--- config.mk ---
export PLATFORM = sky130hd
export DESIGN_NAME = activity_mode_controller_unit
export DESIGN_NICKNAME = d
export VERILOG_FILES = /design/src/rtl/amc_pkg.sv /design/src/rtl/activity_mode_controller_unit.sv /design/src/rtl/amc_cfg.sv /design/src/rtl/amc_mode_logic.sv
export SDC_FILE = /design/constraint.sdc
export NUM_CORES = 1
export LEC_CHECK = 0
export ABC_AREA = 1
export BUFFER_PORTS_ARGS = -buffer_cell sky130_fd_sc_hd__buf_2
export CAP_MARGIN = 10
export CORE_UTILIZATION = 35
export DETAILED_ROUTE_END_ITERATION = 12
export HOLD_SLACK_MARGIN = 0.06
export PLACE_DENSITY_LB_ADDON = 0.1
export SLEW_MARGIN = 15
export SYNTH_ARGS = -nofsm -noshare
export SYNTH_HDL_FRONTEND = slang
export SYNTH_SLANG_ARGS = --single-unit
--- constraint.sdc ---
create_clock -name i_clk -period 9.2 [get_ports i_clk]
set_input_delay 0 -clock i_clk [delete_from_list [all_inputs] [get_ports i_clk]]
set_output_delay 0 -clock i_clk [all_outputs]
set_load 0.01 [all_outputs]
--- src/rtl/amc_pkg.sv ---
// Package for the activity mode controller: item, result and configuration
// types, mode encodings, register indexes and reset values.
// Depends on nothing; every other file in the block imports it.
`default_nettype none

package amc_pkg;

    localparam int IDLE_COUNT_BITS_DEF = 19;
    localparam int TIMEOUT_BITS        = 19;
    localparam int SECONDS_BITS        = 16;
    localparam int HOLD_MS_BITS        = 10;
    localparam int CFG_ADDR_BITS       = 5;
    localparam int CFG_DATA_BITS       = 32;
    localparam int S_TDATA_BITS        = 8;
    localparam int M_TDATA_BITS        = 32;

    localparam logic [HOLD_MS_BITS-1:0] MS_PER_SECOND   = HOLD_MS_BITS'(1000);
    localparam logic [SECONDS_BITS-1:0] HOLD_SECONDS_MAX = '1;

    // Register indexes on the configuration port.
    localparam logic [2:0] REG_ACTIVE_TO   = 3'd0;
    localparam logic [2:0] REG_INTERACT_TO = 3'd1;
    localparam logic [2:0] REG_SLEEP_TO    = 3'd2;
    localparam logic [2:0] REG_CARD_EN     = 3'd3;
    localparam logic [2:0] REG_MOTION_EN   = 3'd4;
    localparam logic [2:0] REG_SNACK       = 3'd5;
    localparam logic [2:0] REG_MEAL        = 3'd6;
    localparam logic [2:0] REG_FEAST       = 3'd7;

    localparam logic [TIMEOUT_BITS-1:0] ACTIVE_TO_RST   = TIMEOUT_BITS'(30000);
    localparam logic [TIMEOUT_BITS-1:0] INTERACT_TO_RST = TIMEOUT_BITS'(10000);
    localparam logic [TIMEOUT_BITS-1:0] SLEEP_TO_RST    = TIMEOUT_BITS'(300000);
    localparam logic [SECONDS_BITS-1:0] SNACK_RST       = SECONDS_BITS'(3);
    localparam logic [SECONDS_BITS-1:0] MEAL_RST        = SECONDS_BITS'(10);
    localparam logic [SECONDS_BITS-1:0] FEAST_RST       = SECONDS_BITS'(30);

    // Mode codes as they appear on the result word.
    localparam logic [2:0] MODE_CODE_IDLE     = 3'd0;
    localparam logic [2:0] MODE_CODE_ACTIVE   = 3'd1;
    localparam logic [2:0] MODE_CODE_INTERACT = 3'd2;
    localparam logic [2:0] MODE_CODE_SLEEP    = 3'd3;
    localparam logic [2:0] MODE_CODE_ALERT    = 3'd4;

    localparam logic [1:0] MOTION_NONE  = 2'd0;
    localparam logic [1:0] MOTION_FALL  = 2'd1;
    localparam logic [1:0] MOTION_SHAKE = 2'd2;

    localparam logic [1:0] LEVEL_TAP   = 2'd0;
    localparam logic [1:0] LEVEL_SNACK = 2'd1;
    localparam logic [1:0] LEVEL_MEAL  = 2'd2;
    localparam logic [1:0] LEVEL_FEAST = 2'd3;

    typedef enum logic [4:0] {
        MODE_IDLE     = 5'b00001,
        MODE_ACTIVE   = 5'b00010,
        MODE_INTERACT = 5'b00100,
        MODE_SLEEP    = 5'b01000,
        MODE_ALERT    = 5'b10000
    } t_mode;

    typedef struct packed {
        logic [TIMEOUT_BITS-1:0] active_to;
        logic [TIMEOUT_BITS-1:0] interact_to;
        logic [TIMEOUT_BITS-1:0] sleep_to;
        logic                    card_en;
        logic                    motion_en;
        logic [SECONDS_BITS-1:0] snack;
        logic [SECONDS_BITS-1:0] meal;
        logic [SECONDS_BITS-1:0] feast;
    } t_cfg;

    // Lowest bit last in the declaration, so touch_seen sits at bit 0.
    typedef struct packed {
        logic [1:0] motion_event;
        logic       card_on;
        logic       touch_seen;
    } t_item;

    typedef struct packed {
        logic [1:0]              motion_report;
        logic [1:0]              feed_level;
        logic [SECONDS_BITS-1:0] feed_seconds;
        logic                    feed_report;
        logic                    touch_report;
        logic                    mode_changed;
        logic [2:0]              mode_now;
    } t_result;

    typedef struct packed {
        logic [HOLD_MS_BITS-1:0] ms_part;
        logic [SECONDS_BITS-1:0] seconds;
    } t_hold;

    function automatic logic [2:0] mode_code(input t_mode mode);
        logic [2:0] code;
        case (mode)
            MODE_IDLE:     code = MODE_CODE_IDLE;
            MODE_ACTIVE:   code = MODE_CODE_ACTIVE;
            MODE_INTERACT: code = MODE_CODE_INTERACT;
            MODE_SLEEP:    code = MODE_CODE_SLEEP;
            MODE_ALERT:    code = MODE_CODE_ALERT;
            default:       code = MODE_CODE_IDLE;
        endcase
        return code;
    endfunction

endpackage

`default_nettype wire

--- src/rtl/activity_mode_controller_unit.sv ---
// Top level of the activity mode controller: input register, mode and timer
// state, result register. Uses amc_pkg, amc_cfg and amc_mode_logic.
//
// Channel   Direction  Handshake              Contents
// s         in         i_s_tvalid/o_s_tready  one tick word: touch, card, motion
// m         out        o_m_tvalid/i_m_tready  one result word per tick word
// apb       in/out     psel/penable/pready    eight configuration registers
//
// One word is accepted every cycle while the result register is not stalled.
// The input register feeds one pass of mode logic into the result register,
// and the state is updated at the edge at which the result is loaded.
// A stalled result register holds the word behind it in the input register.
// Reset is synchronous and needs no clearing pass.
`default_nettype none

module activity_mode_controller_unit #(
    parameter int IDLE_COUNT_BITS = amc_pkg::IDLE_COUNT_BITS_DEF
) (
    input  wire logic                              i_clk,
    input  wire logic                              i_rst_n,
    input  wire logic                              i_s_tvalid,
    output logic                                   o_s_tready,
    // [0] touch_seen, [1] card_on, [3:2] motion_event, [7:4] unused
    input  wire logic [amc_pkg::S_TDATA_BITS-1:0]  i_s_tdata,
    output logic                                   o_m_tvalid,
    input  wire logic                              i_m_tready,
    // [2:0] mode_now, [3] mode_changed, [4] touch_report, [5] feed_report,
    // [21:6] feed_seconds, [23:22] feed_level, [25:24] motion_report, [31:26] zero
    output logic      [amc_pkg::M_TDATA_BITS-1:0]  o_m_tdata,
    input  wire logic                              psel,
    input  wire logic                              penable,
    input  wire logic                              pwrite,
    input  wire logic [amc_pkg::CFG_ADDR_BITS-1:0] paddr,
    input  wire logic [amc_pkg::CFG_DATA_BITS-1:0] pwdata,
    output logic      [amc_pkg::CFG_DATA_BITS-1:0] prdata,
    output logic                                   pready
);
    import amc_pkg::*;

    localparam int ITEM_BITS   = $bits(t_item);
    localparam int RESULT_BITS = $bits(t_result);

    t_cfg                       cfg;
    logic                       r_in_valid;
    t_item                      r_in;
    logic                       r_out_valid;
    t_result                    r_out;
    t_mode                      r_mode;
    logic [IDLE_COUNT_BITS-1:0] r_idle_ms;
    logic                       r_card_last;
    t_hold                      r_hold;

    t_mode                      n_mode;
    logic [IDLE_COUNT_BITS-1:0] n_idle_ms;
    logic                       n_card_last;
    t_hold                      n_hold;
    t_result                    n_out;
    logic                       step;

    amc_cfg u_cfg (
        .i_clk   (i_clk),
        .i_rst_n (i_rst_n),
        .psel    (psel),
        .penable (penable),
        .pwrite  (pwrite),
        .paddr   (paddr),
        .pwdata  (pwdata),
        .prdata  (prdata),
        .pready  (pready),
        .o_cfg   (cfg)
    );

    amc_mode_logic #(
        .IDLE_COUNT_BITS (IDLE_COUNT_BITS)
    ) u_logic (
        .i_cfg       (cfg),
        .i_item      (r_in),
        .i_mode      (r_mode),
        .i_idle_ms   (r_idle_ms),
        .i_card_last (r_card_last),
        .i_hold      (r_hold),
        .o_mode      (n_mode),
        .o_idle_ms   (n_idle_ms),
        .o_card_last (n_card_last),
        .o_hold      (n_hold),
        .o_result    (n_out)
    );

    assign step       = r_in_valid && (!r_out_valid || i_m_tready);
    assign o_s_tready = !r_in_valid || step;
    assign o_m_tvalid = r_out_valid;
    assign o_m_tdata  = {(M_TDATA_BITS - RESULT_BITS)'(0), r_out};

    always_ff @(posedge i_clk) begin
        if (!i_rst_n) begin
            r_in_valid <= 1'b0;
        end else if (o_s_tready) begin
            r_in_valid <= i_s_tvalid;
        end
    end

    always_ff @(posedge i_clk) begin
        if (o_s_tready && i_s_tvalid) begin
            r_in <= t_item'(i_s_tdata[ITEM_BITS-1:0]);
        end
    end

    always_ff @(posedge i_clk) begin
        if (!i_rst_n) begin
            r_out_valid <= 1'b0;
        end else if (step) begin
            r_out_valid <= 1'b1;
        end else if (i_m_tready) begin
            r_out_valid <= 1'b0;
        end
    end

    always_ff @(posedge i_clk) begin
        if (step) begin
            r_out <= n_out;
        end
    end

    always_ff @(posedge i_clk) begin
        if (!i_rst_n) begin
            r_mode      <= MODE_IDLE;
            r_idle_ms   <= '0;
            r_card_last <= 1'b0;
            r_hold      <= '0;
        end else if (step) begin
            r_mode      <= n_mode;
            r_idle_ms   <= n_idle_ms;
            r_card_last <= n_card_last;
            r_hold      <= n_hold;
        end
    end

    a_hold_ms_range: assert property (@(posedge i_clk) disable iff (!i_rst_n)
        r_hold.ms_part < MS_PER_SECOND)
        else $error("hold millisecond count out of range");

    a_feed_quiet: assert property (@(posedge i_clk) disable iff (!i_rst_n)
        (r_out_valid && !r_out.feed_report) |->
            (r_out.feed_seconds == '0 && r_out.feed_level == LEVEL_TAP))
        else $error("feed fields set without a feed report");

    a_mode_matches: assert property (@(posedge i_clk) disable iff (!i_rst_n)
        r_out_valid |-> (r_out.mode_now == mode_code(r_mode)))
        else $error("reported mode differs from stored mode");

    a_touch_clears: assert property (@(posedge i_clk) disable iff (!i_rst_n)
        (step && r_in.touch_seen) |=> (r_idle_ms == '0))
        else $error("touch did not clear the idle timer");

endmodule

`default_nettype wire

--- src/rtl/amc_cfg.sv ---
// Configuration register file of the activity mode controller, APB-style port.
// Depends on amc_pkg for the register indexes, reset values and t_cfg.
`default_nettype none

module amc_cfg (
    input  wire logic                              i_clk,
    input  wire logic                              i_rst_n,
    input  wire logic                              psel,
    input  wire logic                              penable,
    input  wire logic                              pwrite,
    input  wire logic [amc_pkg::CFG_ADDR_BITS-1:0] paddr,
    input  wire logic [amc_pkg::CFG_DATA_BITS-1:0] pwdata,
    output logic      [amc_pkg::CFG_DATA_BITS-1:0] prdata,
    output logic                                   pready,
    output amc_pkg::t_cfg                          o_cfg
);
    import amc_pkg::*;

    t_cfg       r_cfg;
    logic [2:0] reg_index;
    logic       wr_en;

    assign pready    = 1'b1;
    assign reg_index = paddr[CFG_ADDR_BITS-1:2];
    assign wr_en     = psel && penable && pwrite && pready;

    always_ff @(posedge i_clk) begin
        if (!i_rst_n) begin
            r_cfg.active_to   <= ACTIVE_TO_RST;
            r_cfg.interact_to <= INTERACT_TO_RST;
            r_cfg.sleep_to    <= SLEEP_TO_RST;
            r_cfg.card_en     <= 1'b1;
            r_cfg.motion_en   <= 1'b1;
            r_cfg.snack       <= SNACK_RST;
            r_cfg.meal        <= MEAL_RST;
            r_cfg.feast       <= FEAST_RST;
        end else if (wr_en) begin
            case (reg_index)
                REG_ACTIVE_TO:   r_cfg.active_to   <= pwdata[TIMEOUT_BITS-1:0];
                REG_INTERACT_TO: r_cfg.interact_to <= pwdata[TIMEOUT_BITS-1:0];
                REG_SLEEP_TO:    r_cfg.sleep_to    <= pwdata[TIMEOUT_BITS-1:0];
                REG_CARD_EN:     r_cfg.card_en     <= pwdata[0];
                REG_MOTION_EN:   r_cfg.motion_en   <= pwdata[0];
                REG_SNACK:       r_cfg.snack       <= pwdata[SECONDS_BITS-1:0];
                REG_MEAL:        r_cfg.meal        <= pwdata[SECONDS_BITS-1:0];
                REG_FEAST:       r_cfg.feast       <= pwdata[SECONDS_BITS-1:0];
                default: begin
                end
            endcase
        end
    end

    always_comb begin
        case (reg_index)
            REG_ACTIVE_TO:   prdata = CFG_DATA_BITS'(r_cfg.active_to);
            REG_INTERACT_TO: prdata = CFG_DATA_BITS'(r_cfg.interact_to);
            REG_SLEEP_TO:    prdata = CFG_DATA_BITS'(r_cfg.sleep_to);
            REG_CARD_EN:     prdata = CFG_DATA_BITS'(r_cfg.card_en);
            REG_MOTION_EN:   prdata = CFG_DATA_BITS'(r_cfg.motion_en);
            REG_SNACK:       prdata = CFG_DATA_BITS'(r_cfg.snack);
            REG_MEAL:        prdata = CFG_DATA_BITS'(r_cfg.meal);
            REG_FEAST:       prdata = CFG_DATA_BITS'(r_cfg.feast);
            default:         prdata = '0;
        endcase
    end

    assign o_cfg = r_cfg;

endmodule

`default_nettype wire

--- src/rtl/amc_mode_logic.sv ---
// Next-state and result logic for one millisecond tick of the controller.
// Purely combinational; depends on amc_pkg for the types and encodings.
`default_nettype none

module amc_mode_logic #(
    parameter int IDLE_COUNT_BITS = amc_pkg::IDLE_COUNT_BITS_DEF
) (
    input  wire amc_pkg::t_cfg               i_cfg,
    input  wire amc_pkg::t_item              i_item,
    input  wire amc_pkg::t_mode              i_mode,
    input  wire logic [IDLE_COUNT_BITS-1:0]  i_idle_ms,
    input  wire logic                        i_card_last,
    input  wire amc_pkg::t_hold              i_hold,
    output amc_pkg::t_mode                   o_mode,
    output logic      [IDLE_COUNT_BITS-1:0]  o_idle_ms,
    output logic                             o_card_last,
    output amc_pkg::t_hold                   o_hold,
    output amc_pkg::t_result                 o_result
);
    import amc_pkg::*;

    localparam int CMP_BITS = (IDLE_COUNT_BITS > TIMEOUT_BITS) ? IDLE_COUNT_BITS : TIMEOUT_BITS;
    localparam logic [IDLE_COUNT_BITS-1:0] IDLE_MAX = '1;

    t_mode                   mode;
    logic [IDLE_COUNT_BITS-1:0] idle;
    t_hold                   hold;
    logic [HOLD_MS_BITS-1:0] ms_inc;
    logic                    card_rise;
    logic                    card_fall;
    logic [1:0]              level;
    logic [1:0]              motion_rep;
    logic [TIMEOUT_BITS-1:0] timeout;
    logic                    timeout_hit;
    t_mode                   mode_final;

    assign ms_inc    = i_hold.ms_part + HOLD_MS_BITS'(1);
    assign card_rise = i_cfg.card_en && i_item.card_on && !i_card_last;
    assign card_fall = i_cfg.card_en && !i_item.card_on && i_card_last;

    always_comb begin
        mode       = i_mode;
        idle       = (i_idle_ms != IDLE_MAX) ? i_idle_ms + IDLE_COUNT_BITS'(1) : i_idle_ms;
        hold       = i_hold;
        motion_rep = MOTION_NONE;

        if (i_item.touch_seen) begin
            idle = '0;
            case (i_mode)
                MODE_SLEEP:  mode = MODE_IDLE;
                MODE_IDLE:   mode = MODE_ACTIVE;
                MODE_ACTIVE: mode = MODE_INTERACT;
                default:     mode = i_mode;
            endcase
        end

        if (i_cfg.card_en && i_card_last && (i_hold.seconds != HOLD_SECONDS_MAX)) begin
            if (ms_inc == MS_PER_SECOND) begin
                hold.ms_part = '0;
                hold.seconds = i_hold.seconds + SECONDS_BITS'(1);
            end else begin
                hold.ms_part = ms_inc;
            end
        end

        if (card_rise) begin
            hold = '0;
            idle = '0;
            mode = (mode == MODE_SLEEP) ? MODE_IDLE : MODE_INTERACT;
        end

        if (i_cfg.motion_en) begin
            if (i_item.motion_event == MOTION_FALL) begin
                mode       = MODE_ALERT;
                motion_rep = MOTION_FALL;
            end else if (i_item.motion_event == MOTION_SHAKE) begin
                idle       = '0;
                motion_rep = MOTION_SHAKE;
                if (mode == MODE_SLEEP) begin
                    mode = MODE_IDLE;
                end
            end
        end
    end

    always_comb begin
        case (mode)
            MODE_ACTIVE:   timeout = i_cfg.active_to;
            MODE_INTERACT: timeout = i_cfg.interact_to;
            default:       timeout = i_cfg.sleep_to;
        endcase
    end

    assign timeout_hit = CMP_BITS'(idle) >= CMP_BITS'(timeout);

    always_comb begin
        mode_final = mode;
        if (timeout_hit) begin
            case (mode)
                MODE_ACTIVE:   mode_final = MODE_IDLE;
                MODE_INTERACT: mode_final = MODE_ACTIVE;
                MODE_IDLE:     mode_final = MODE_SLEEP;
                default:       mode_final = mode;
            endcase
        end
    end

    always_comb begin
        if (hold.seconds < i_cfg.snack) begin
            level = LEVEL_TAP;
        end else if (hold.seconds < i_cfg.meal) begin
            level = LEVEL_SNACK;
        end else if (hold.seconds < i_cfg.feast) begin
            level = LEVEL_MEAL;
        end else begin
            level = LEVEL_FEAST;
        end
    end

    assign o_mode      = mode_final;
    assign o_idle_ms   = idle;
    assign o_card_last = i_cfg.card_en ? i_item.card_on : i_card_last;
    assign o_hold      = hold;

    assign o_result.mode_now      = mode_code(mode_final);
    assign o_result.mode_changed  = (mode_final != i_mode);
    assign o_result.touch_report  = i_item.touch_seen;
    assign o_result.feed_report   = card_fall;
    assign o_result.feed_seconds  = card_fall ? hold.seconds : '0;
    assign o_result.feed_level    = card_fall ? level : LEVEL_TAP;
    assign o_result.motion_report = motion_rep;

endmodule

`default_nettype wire

==> reports/results.tsv, run 1 <==
stage	metric	value	unit
sta	Final Hold Viols	0	
placed_design	routability cong.	0.853	
power	Pwr Density	152	nW/um2
cts	CTS Root Cell	clkbuf_16	
logic_synthesis	Netlist Area Pre-Place	10800	um2
global_route	first-pass GRT wire length	50.8	mm
route	Residual DRC	0	
global_route	GRT Total Usage	21.0	%
power	VDD IR max	0.128	mV
worst_setup_path	worst r2r src	r_in[1]	
worst_setup_path	CP max-delay cell	a221oi_1	
global_route	initial antenna violation count	0	
worst_setup_path	Worst setup EP type	register	
logic_synthesis	post-synth top area share	29.6	%
final_layout	diode count	0	
global_route	vias in the first global route	9186	
sta	Hold Slack	0.142	ns
logic_synthesis	Synth Warn #	0	
worst_setup_path	Worst path max stage delay	0.50	ns
placed_design	post-DP HPWL	23.4	mm
sta	min Tclk post-route	5.34	ns
sta	count of final max-slew check failures	0	
route	Vias per Instance	5.03	
global_route	largest net degree at the start of global routing	105	
worst_setup_path	Critical path destination	o_m_tdata[3]	
sta	Final Cycle Share	58.1	%
sta	setup TNS	0	ns
final_layout	Finished Cell Area	12300	um2
final_layout	FILL cells	3157	
cts	H-tree levels	4	
global_route	gr ovfl total	0	
route	Routed Antenna Nets	0	
floorplan	die area	31600	um2
route	initial DRC count	651	
placed_design	Cells after DPL	1918	
logic_synthesis	number of flops mapped to enable cells by yosys	30	
logic_synthesis	Async SR Flop Fraction	0	%
worst_setup_path	Req. time, crit path	9.39	ns
floorplan	Row Count	63	
sta	Peak Freq	187	MHz
power	post-route total power	1.87	mW
worst_setup_path	Reg-to-Reg End	o_m_tdata[3]	
floorplan	Die Span Y	178	um
placed_design	pre-CTS setup slack	3.84	ns
floorplan	Chip Width	178	um
worst_setup_path	crit-path cells	inv_1 > nor3_4 > inv_4 > a21oi_2 > inv_1 > nor2_1 > inv_1 > nor2_1 > nand2_2 > nand2_4 > inv_1 > a221oi_1 > ha_1 > a21oi_1 > o21ai_0 > a41oi_1 > nand4_1 > nand3_1 > nand2_2 > o21ai_0 > nand2_1 > nor2_1 > nand2_1	
route	DRT Pass-1 Iters	5	
logic_synthesis	Cell variety after synth	52	
sta	measured slew at the worst slew-check pin	1.13	ns
power	leakage	5.41	nW
sta	Setup violations, final	0	
cts	CTS Buffer Depth	2	
floorplan	Starting Density	36.0	%
worst_setup_path	Setup crit start kind	register	
worst_setup_path	CP Class	reg -> reg	
logic_synthesis	largest cells by area after synthesis	dfxtp_1 30%, edfxtp_1 8.3%, ha_1 7.8%	
worst_setup_path	CP dominant cell by count	inv_1	
cts	Resized cells post-CTS	0	
cts	Skew-Pair Late Insertion Delay	0.44	ns
placed_design	PortBufs	79	
final_layout	Area Growth Syn to Fin	13.9	%
status	outcome	finished, final reports clean	
worst_setup_path	CP startpoint	r_in[1]	
logic_synthesis	Synth Area per Inst	7.21	um2
sta	unrepaired setup endpoints after global routing	false	
final_layout	final net count	1697	
worst_hold_path	HP Class	in -> reg	
sta	Worst slew margin	24.2	%
final_layout	share of layout cells above drive strength 1	9.50	%
route	Routed WL	32.2	mm
final_layout	Layout Cells excl Fill	1979	
placed_design	dpl cell area	11500	um2
logic_synthesis	top_reg_cell synth	dfxtp_1	
worst_setup_path	R2R setup slack	3.86	ns
cts	Reg clk slew, reported paths	0.07	ns
floorplan	core area	30000	um2
sta	Setup WS post-layout	3.86	ns
cts	CTS tree	yes	
worst_setup_path	FF-to-FF path depth	23	
sta	skew final	0.0133	ns
logic_synthesis	most frequent cell after synthesis	nand2_1	
logic_synthesis	Cells after Synth	1498	
worst_setup_path	Worst EP arrival	5.53	ns
worst_setup_path	crit path max fanout	17	
cts	clk sinks	190	
logic_synthesis	Yosys reg bits	190	
final_layout	final core utilization	41.0	%
flow_run	Max Cap Viol	0	
route	via count	9962	
cts	cts bufs inserted	17	
route	Routed WL per cell	16.2	um
logic_synthesis	Post-synth top cells	217 x nand2_1, 204 x inv_1, 167 x a21oi_1	
logic_synthesis	post-synthesis sequential area ratio	38.0	%
floorplan	number of top-level pins	119	
logic_synthesis	largest area contributor in the netlist	dfxtp_1	
-- placed cells by master (no fill, tap or decap), types with 20 or more instances in the layout --
cell type,count
buf_2,79
dlygate4sd3_1,31
conb_1,20
o21ai_0,166
nand2_1,217
nand3_1,66
edfxtp_1,30
nor2_1,146
nand4_1,20
o22ai_1,30
a21oi_1,167
nor3_1,25
a211oi_1,26
inv_1,204
dfxtp_1,160
ha_1,67
-- critical path, delay by kind of cell, from the launching register on --
kind | cells | cell delay [ns]
and+or+nand+nor | 11 | 2.18
AOI/OAI and AO/OA | 6 | 1.39
buffers and inverters | 5 | 0.72
DFF | 1 | 0.43
adders and majority gates | 1 | 0.36
-- routing by layer --
layer  global-route usage (%)  wire, um
met1                     29.8     16300
met2                     33.3     14600
met3                     3.11      1020
met4                     4.59       268
met5                        0         0
-- layout make-up --
class                   count  area (um2)  area share (%)
clock buffers              19         433            3.52
flip-flops and latches    190        4100            33.4
inverters                 216         813            6.61
repair buffers            119         773            6.28
clock inverters            11        96.3           0.783
multi-input cells        1034        5600            45.5
well taps                 390         488            3.97
-- what timing repair did --
| action | CTS | global route |
|---|---|---|
| buffers inserted | 0 | 0 |
| hold buffers | 31 | 0 |
| hold endpoints to repair | 125 | 0 |
-- state kept, by name, summed over array words and instances, names as in the netlist --
| register | count |
|---|---|
| u_cfg.o_cfg | 107 |
| r_in_valid | 1 |
| r_hold | 26 |
| o_m_tvalid | 1 |
| r_mode | 5 |
| r_card_last | 1 |
| r_idle_ms | 19 |
| r_in | 4 |
| o_m_tdata | 26 |
-- worst min-delay path by stage --
| stage | to | slack, ns | cells past startpoint | from |
|---|---|---|---|---|
| final | u_cfg.o_cfg[48] | 0.14 | 3 | paddr[3] |
| after global routing | u_cfg.o_cfg[48] | 0.15 | 3 | paddr[3] |
| after CTS | u_cfg.o_cfg[48] | 0.12 | 3 | paddr[3] |
| after detailed placement | r_in[3] | 0.18 | 1 | i_s_tdata[3] |
| after global placement | r_in[1] | 0.18 | 1 | i_s_tdata[1] |
| after floorplan | r_in[0] | 0.1 | 0 | i_s_tdata[0] |
-- where the power goes --
part | leakage, nW | internal, mW | switching (mW)
Clock | 0.263 | 0.370 | 0.335
Sequential | 1.58 | 0.869 | 0.0175
Combinational | 3.57 | 0.0929 | 0.183
-- logic make-up after synthesis --
kind of cell / synth area share, %
adders and majority gates: 7.76
xor gates and xnor gates: 1.05
buffers and inverters: 10.9
DFF: 38.0
and+or+nand+nor: 20.4
other: 0.0695
AOI/OAI and AO/OA: 21.9
(Power assumes the default switching activity.)
==> run 2: changes to the inputs <==
Clock period 9.2 ns to 5.15 ns, I/O delays scaled along.
==> reports/results.tsv, run 2 (synthesis results as in run 1) <==
stage	metric	value	unit
sta	setup TNS	0	ns
final_layout	share of layout cells above drive strength 1	10.0	%
worst_setup_path	Worst Path Buf+Inv	5	
cts	H-tree levels	4	
route	initial DRC count	640	
power	Sw Ratio	29.1	%
global_route	first-pass GRT wire length	50.9	mm
sta	skew final	0.0130	ns
floorplan	Starting Density	36.0	%
global_route	vias in the first global route	9293	
sta	min Tclk post-route	4.61	ns
power	Pwr Density	272	nW/um2
sta	measured slew at the worst slew-check pin	1.13	ns
power	Flop pwr share	46.9	%
final_layout	final net count	1705	
global_route	largest net degree at the start of global routing	96	
final_layout	area of the multi-input gates	5600	um2
floorplan	core area	30000	um2
final_layout	max FFs per register	107	
status	outcome	finished, final reports clean	
worst_setup_path	CP dominant cell by count	nand2_4	
power	VDD IR max	0.232	mV
floorplan	Die Span Y	178	um
global_route	GRT Total Usage	21.1	%
placed_design	post-DP HPWL	23.5	mm
floorplan	die area	31600	um2
worst_setup_path	Req. time, crit path	5.35	ns
cts	cts bufs inserted	17	
placed_design	PortBufs	79	
cts	CTS Buffer Depth	2	
sta	count of final max-slew check failures	0	
power	leakage	5.45	nW
worst_setup_path	Worst setup EP type	register	
final_layout	Seq. cell area	4100	um2
final_layout	commonest non-fill, non-tap cells in the layout	217 x nand2_1, 204 x inv_1, 167 x a21oi_1	
sta	unrepaired setup endpoints after global routing	false	
sta	Worst slew margin	23.8	%
route	DRT Pass-1 Iters	5	
flow_run	Max Cap Viol	0	
cts	CTS tree	yes	
global_route	initial antenna violation count	0	
floorplan	number of top-level pins	119	
sta	Final Cycle Share	89.6	%
route	Vias per Instance	5.05	
final_layout	diode count	0	
global_route	gr ovfl total	0	
cts	CTS Root Cell	clkbuf_16	
power	P_int	2.39	mW
worst_setup_path	crit path max fanout	11	
placed_design	routability cong.	0.850	
worst_setup_path	largest delay contributor family on the critical path	simple AND/OR/NAND/NOR gates	
sta	Peak Freq	217	MHz
floorplan	Chip Width	178	um
cts	clk sinks	190	
final_layout	Area Growth Syn to Fin	14.6	%
route	Residual DRC	0	
cts	Skew-Pair Late Insertion Delay	0.45	ns
sta	Setup violations, final	0	
sta	Final Hold Viols	0	
power	Comb pwr share	14.8	%
power	post-route total power	3.37	mW
worst_setup_path	CP Class	reg -> reg	
final_layout	most common cell after layout, fill and taps aside	nand2_1	
power	Switch Pwr	0.980	mW
floorplan	Row Count	63	
worst_setup_path	Setup crit start kind	register	
route	via count	10000	
route	Routed WL per cell	16.1	um
cts	Reg clk slew, reported paths	0.07	ns
final_layout	FILL cells	3149	
worst_hold_path	HP Class	in -> reg	
route	Routed Antenna Nets	0	
route	Routed WL	32.1	mm
worst_setup_path	Worst EP arrival	4.81	ns
power	Clk network pwr share	38.2	%
worst_setup_path	CP max-delay cell	a221oi_1	
worst_setup_path	Worst path max stage delay	0.44	ns
==> run 2: stage by stage <==
step / instance area, um2 / setup WS [ns] / utilization (%) / hold slack (ns) / cells
6_report: 12400 / 0.536 / 41.2 / 0.0921 / 1989
5_1_grt: 12400 / 0.0484 / 41.2 / 0.0969 / 1989
4_1_cts: 12400 / 0.452 / 41.2 / 0.0790 / 1987
3_5_place_dp: 11500 / 0.469 / 38.4 / 0.187 / 1925
3_3_place_gp: 11500 / 0.566 / 38.4 / 0.193 / 1925
2_1_floorplan: 10900 / 1.27 / - / 0.0989 / 1516
==> run 2: area by class of cell <==
cell class | instances | area share (%)
sequential | 190 | 33.1
clock inverter | 13 | 0.930
inverter | 216 | 6.57
tap | 390 | 3.94
multi-input combinational | 1034 | 45.2
clock buffer | 19 | 3.50
timing repair buffer | 127 | 6.71
==> run 2: power groups by stage <==
stage	logic, mW	registers (mW)	clock network [mW]
after global routing	0.567	1.59	1.39
final	0.501	1.58	1.29
after floorplan	0.330	1.61	0
after CTS	0.502	1.58	1.33
after global placement	0.478	1.62	0
after detailed placement	0.482	1.62	0
==> run 2: worst reg2reg max path: cells and delay by family (launching register included) <==
kind | cells | cell delay [ns]
buffers and inverters | 5 | 0.62
flip-flops | 1 | 0.41
AO/OA/AOI/OAI | 5 | 1.16
AND/OR/NAND/NOR | 14 | 1.86
adder cells (fa/ha/maj) | 1 | 0.35
==> run 2: worst paths after layout <==
path	from	end	slack [ns]	cells past startpoint
min reg2reg	u_cfg.o_cfg[16]	u_cfg.o_cfg[16]	0.47	2
min	i_rst_n	r_hold[0]	0.09	3
max	r_mode[4]	o_m_tdata[0]	0.54	25
max reg2reg	r_mode[4]	o_m_tdata[0]	0.54	25
==> run 2: metal layers <==
layer  global-route usage (%)  routed length (um)  vias up  part of all wire (%)
met5                        0                   0        -                     0
met4                     5.27                 467        0                   1.5
met3                     3.38                1200       29                   3.7
met2                     33.7               14400      217                    45
met1                     29.3               16000     4616                    50
li1                         -                   -     5178                     -
==> run 2: repair_timing <==
item,in CTS,in global routing
buffers inserted,0,2
endpoints found under the hold margin,117,0
hold buffers,30,0
endpoints found under the setup margin,0,4
resized for setup,0,0
==> run 3: changes to the inputs <==
Settings changed: CORE_ASPECT_RATIO set to 1.25.
==> reports/results.tsv, run 3 (synthesis results as in run 1) <==
stage	metric	value	unit
power	VDD IR max	0.186	mV
cts	Reg clk slew, reported paths	0.07	ns
sta	count of final max-slew check failures	0	
final_layout	most common cell after layout, fill and taps aside	nand2_1	
worst_setup_path	CP startpoint	u_cfg.o_cfg[49]	
final_layout	final core utilization	41.3	%
sta	skew final	0.0130	ns
floorplan	Chip Width	159	um
worst_setup_path	largest delay contributor family on the critical path	simple AND/OR/NAND/NOR gates	
floorplan	Row Count	71	
worst_setup_path	Setup crit start kind	register	
sta	unrepaired setup endpoints after global routing	false	
cts	CTS Buffer Depth	2	
worst_setup_path	crit path max fanout	15	
route	Vias per Instance	5.06	
final_layout	commonest non-fill, non-tap cells in the layout	217 x nand2_1, 204 x inv_1, 167 x a21oi_1	
placed_design	pre-CTS setup slack	0.525	ns
worst_setup_path	worst r2r src	u_cfg.o_cfg[49]	
power	Flop pwr share	44.6	%
cts	H-tree levels	4	
power	Pwr Density	284	nW/um2
sta	Setup violations, final	0	
placed_design	dpl cell area	11500	um2
cts	CTS tree	yes	
sta	min Tclk post-route	4.66	ns
worst_setup_path	CP Class	reg -> reg	
floorplan	die area	31600	um2
route	Routed Antenna Nets	0	
power	Comb pwr share	14.2	%
worst_setup_path	CP max-delay cell	dfxtp_1	
placed_design	PortBufs	79	
global_route	gr ovfl total	0	
global_route	vias in the first global route	9424	
final_layout	Finished Cell Area	12500	um2
final_layout	final net count	1704	
route	via count	10100	
route	Routed WL	33.6	mm
sta	Peak Freq	215	MHz
worst_hold_path	HP Start	paddr[2]	
route	DRT Pass-1 Iters	5	
floorplan	Die Span Y	198	um
worst_setup_path	crit-path cells	inv_2 > nor3_4 > inv_4 > a21oi_2 > inv_1 > nor2_1 > inv_1 > nor2_1 > nand2_2 > nand2_4 > inv_1 > a221oi_1 > ha_1 > a21oi_1 > o21ai_0 > a41oi_1 > nand4_1 > nand3_1 > nand2_2 > o21ai_0 > nand2_1 > nor2_1 > nand2_1	
route	Routed WL per cell	16.8	um
sta	Hold Slack	0.129	ns
power	Clk network pwr share	41.1	%
worst_setup_path	Worst Path Buf+Inv	5	
cts	Skew-Pair Late Insertion Delay	0.44	ns
global_route	first-pass GRT wire length	52.2	mm
cts	cts bufs inserted	17	
worst_hold_path	HP Class	in -> reg	
flow_run	Max Cap Viol	0	
sta	setup TNS	0	ns
route	Residual DRC	0	
worst_setup_path	Req. time, crit path	5.35	ns
placed_design	routability cong.	0.860	
worst_setup_path	Worst setup EP type	register	
cts	clk sinks	190	
final_layout	max FFs per register	107	
sta	Setup WS post-layout	0.488	ns
power	Switch Pwr	0.988	mW
sta	Final Cycle Share	90.5	%
sta	measured slew at the worst slew-check pin	1.16	ns
worst_setup_path	Worst EP arrival	4.86	ns
power	leakage	5.49	nW
power	Sw Ratio	27.8	%
route	initial DRC count	669	
sta	Final Hold Viols	0	
final_layout	share of layout cells above drive strength 1	10.1	%
global_route	largest net degree at the start of global routing	90	
cts	CTS Root Cell	clkbuf_16	
final_layout	diode count	0	
floorplan	Starting Density	35.8	%
final_layout	FILL cells	3199	
power	P_int	2.56	mW
final_layout	Area Growth Syn to Fin	15.6	%
status	outcome	finished, final reports clean	
worst_setup_path	Worst path max stage delay	0.40	ns
floorplan	number of top-level pins	119	
floorplan	core area	30200	um2
placed_design	post-DP HPWL	24.5	mm
sta	Worst slew margin	21.9	%
global_route	initial antenna violation count	0	
global_route	GRT Total Usage	21.4	%
## run 3: timing repair
action / 4_1_cts / 5_1_grt
buffers inserted: 0 / 0
resized for setup: 0 / 0
hold buffers: 30 / 0
setup endpoints to repair: 0 / 0
hold endpoints to repair: 117 / 0
## run 3: cell type report
| type | instances | area (um2) | share of cell area [%] |
|---|---|---|---|
| Sequential cell | 190 | 4100 | 32.9 |
| Timing Repair Buffer | 126 | 823 | 6.59 |
| Inverter | 216 | 813 | 6.51 |
| Clock buffer | 24 | 536 | 4.29 |
| Tap cell | 401 | 502 | 4.02 |
| Multi-Input combinational cell | 1034 | 5600 | 44.8 |
| Clock inverter | 8 | 110 | 0.882 |
## run 3: worst register-to-register path: stages (launching register included)
cell,delay (ns)
dfxtp_1,0.40
inv_2,0.08
nor3_4,0.33
inv_4,0.16
a21oi_2,0.28
inv_1,0.12
nor2_1,0.16
inv_1,0.07
nor2_1,0.12
nand2_2,0.10
nand2_4,0.09
inv_1,0.24
a221oi_1,0.39
ha_1,0.33
a21oi_1,0.14
o21ai_0,0.08
a41oi_1,0.17
nand4_1,0.36
nand3_1,0.31
nand2_2,0.10
o21ai_0,0.15
nand2_1,0.07
nor2_1,0.10
nand2_1,0.06
## run 3: power by group through the flow
stage | Clock (mW) | Combinational, mW | Sequential, mW
4_1_cts | 1.50 | 0.506 | 1.58
3_5_place_dp | 0 | 0.487 | 1.62
5_1_grt | 1.55 | 0.563 | 1.59
3_3_place_gp | 0 | 0.483 | 1.62
2_1_floorplan | 0 | 0.330 | 1.61
6_report | 1.46 | 0.505 | 1.58
## run 3: stage by stage
step	power [mW]	instances
after floorplan	1.94	1516
after global placement	2.10	1937
after detailed placement	2.10	1937
after CTS	3.59	1999
after global routing	3.71	1999
final	3.55	1999
## run 3: metal layers
layer / global-route usage (%) / wire length, um / share of wire [%]
met4: 7.94 / 852 / 2.5
met1: 27.5 / 15600 / 47
met2: 36.8 / 16000 / 48
met3: 2.75 / 1090 / 3.2
met5: 0 / 0 / 0
## run 3: path summary, 6_finish.rpt
| check | endpoint | slack, ns | cells past startpoint |
|---|---|---|---|
| min reg2reg | u_cfg.o_cfg[71] | 0.48 | 2 |
| max | o_m_tdata[3] | 0.49 | 23 |
| max reg2reg | o_m_tdata[3] | 0.49 | 23 |
| min | u_cfg.o_cfg[48] | 0.13 | 3 |
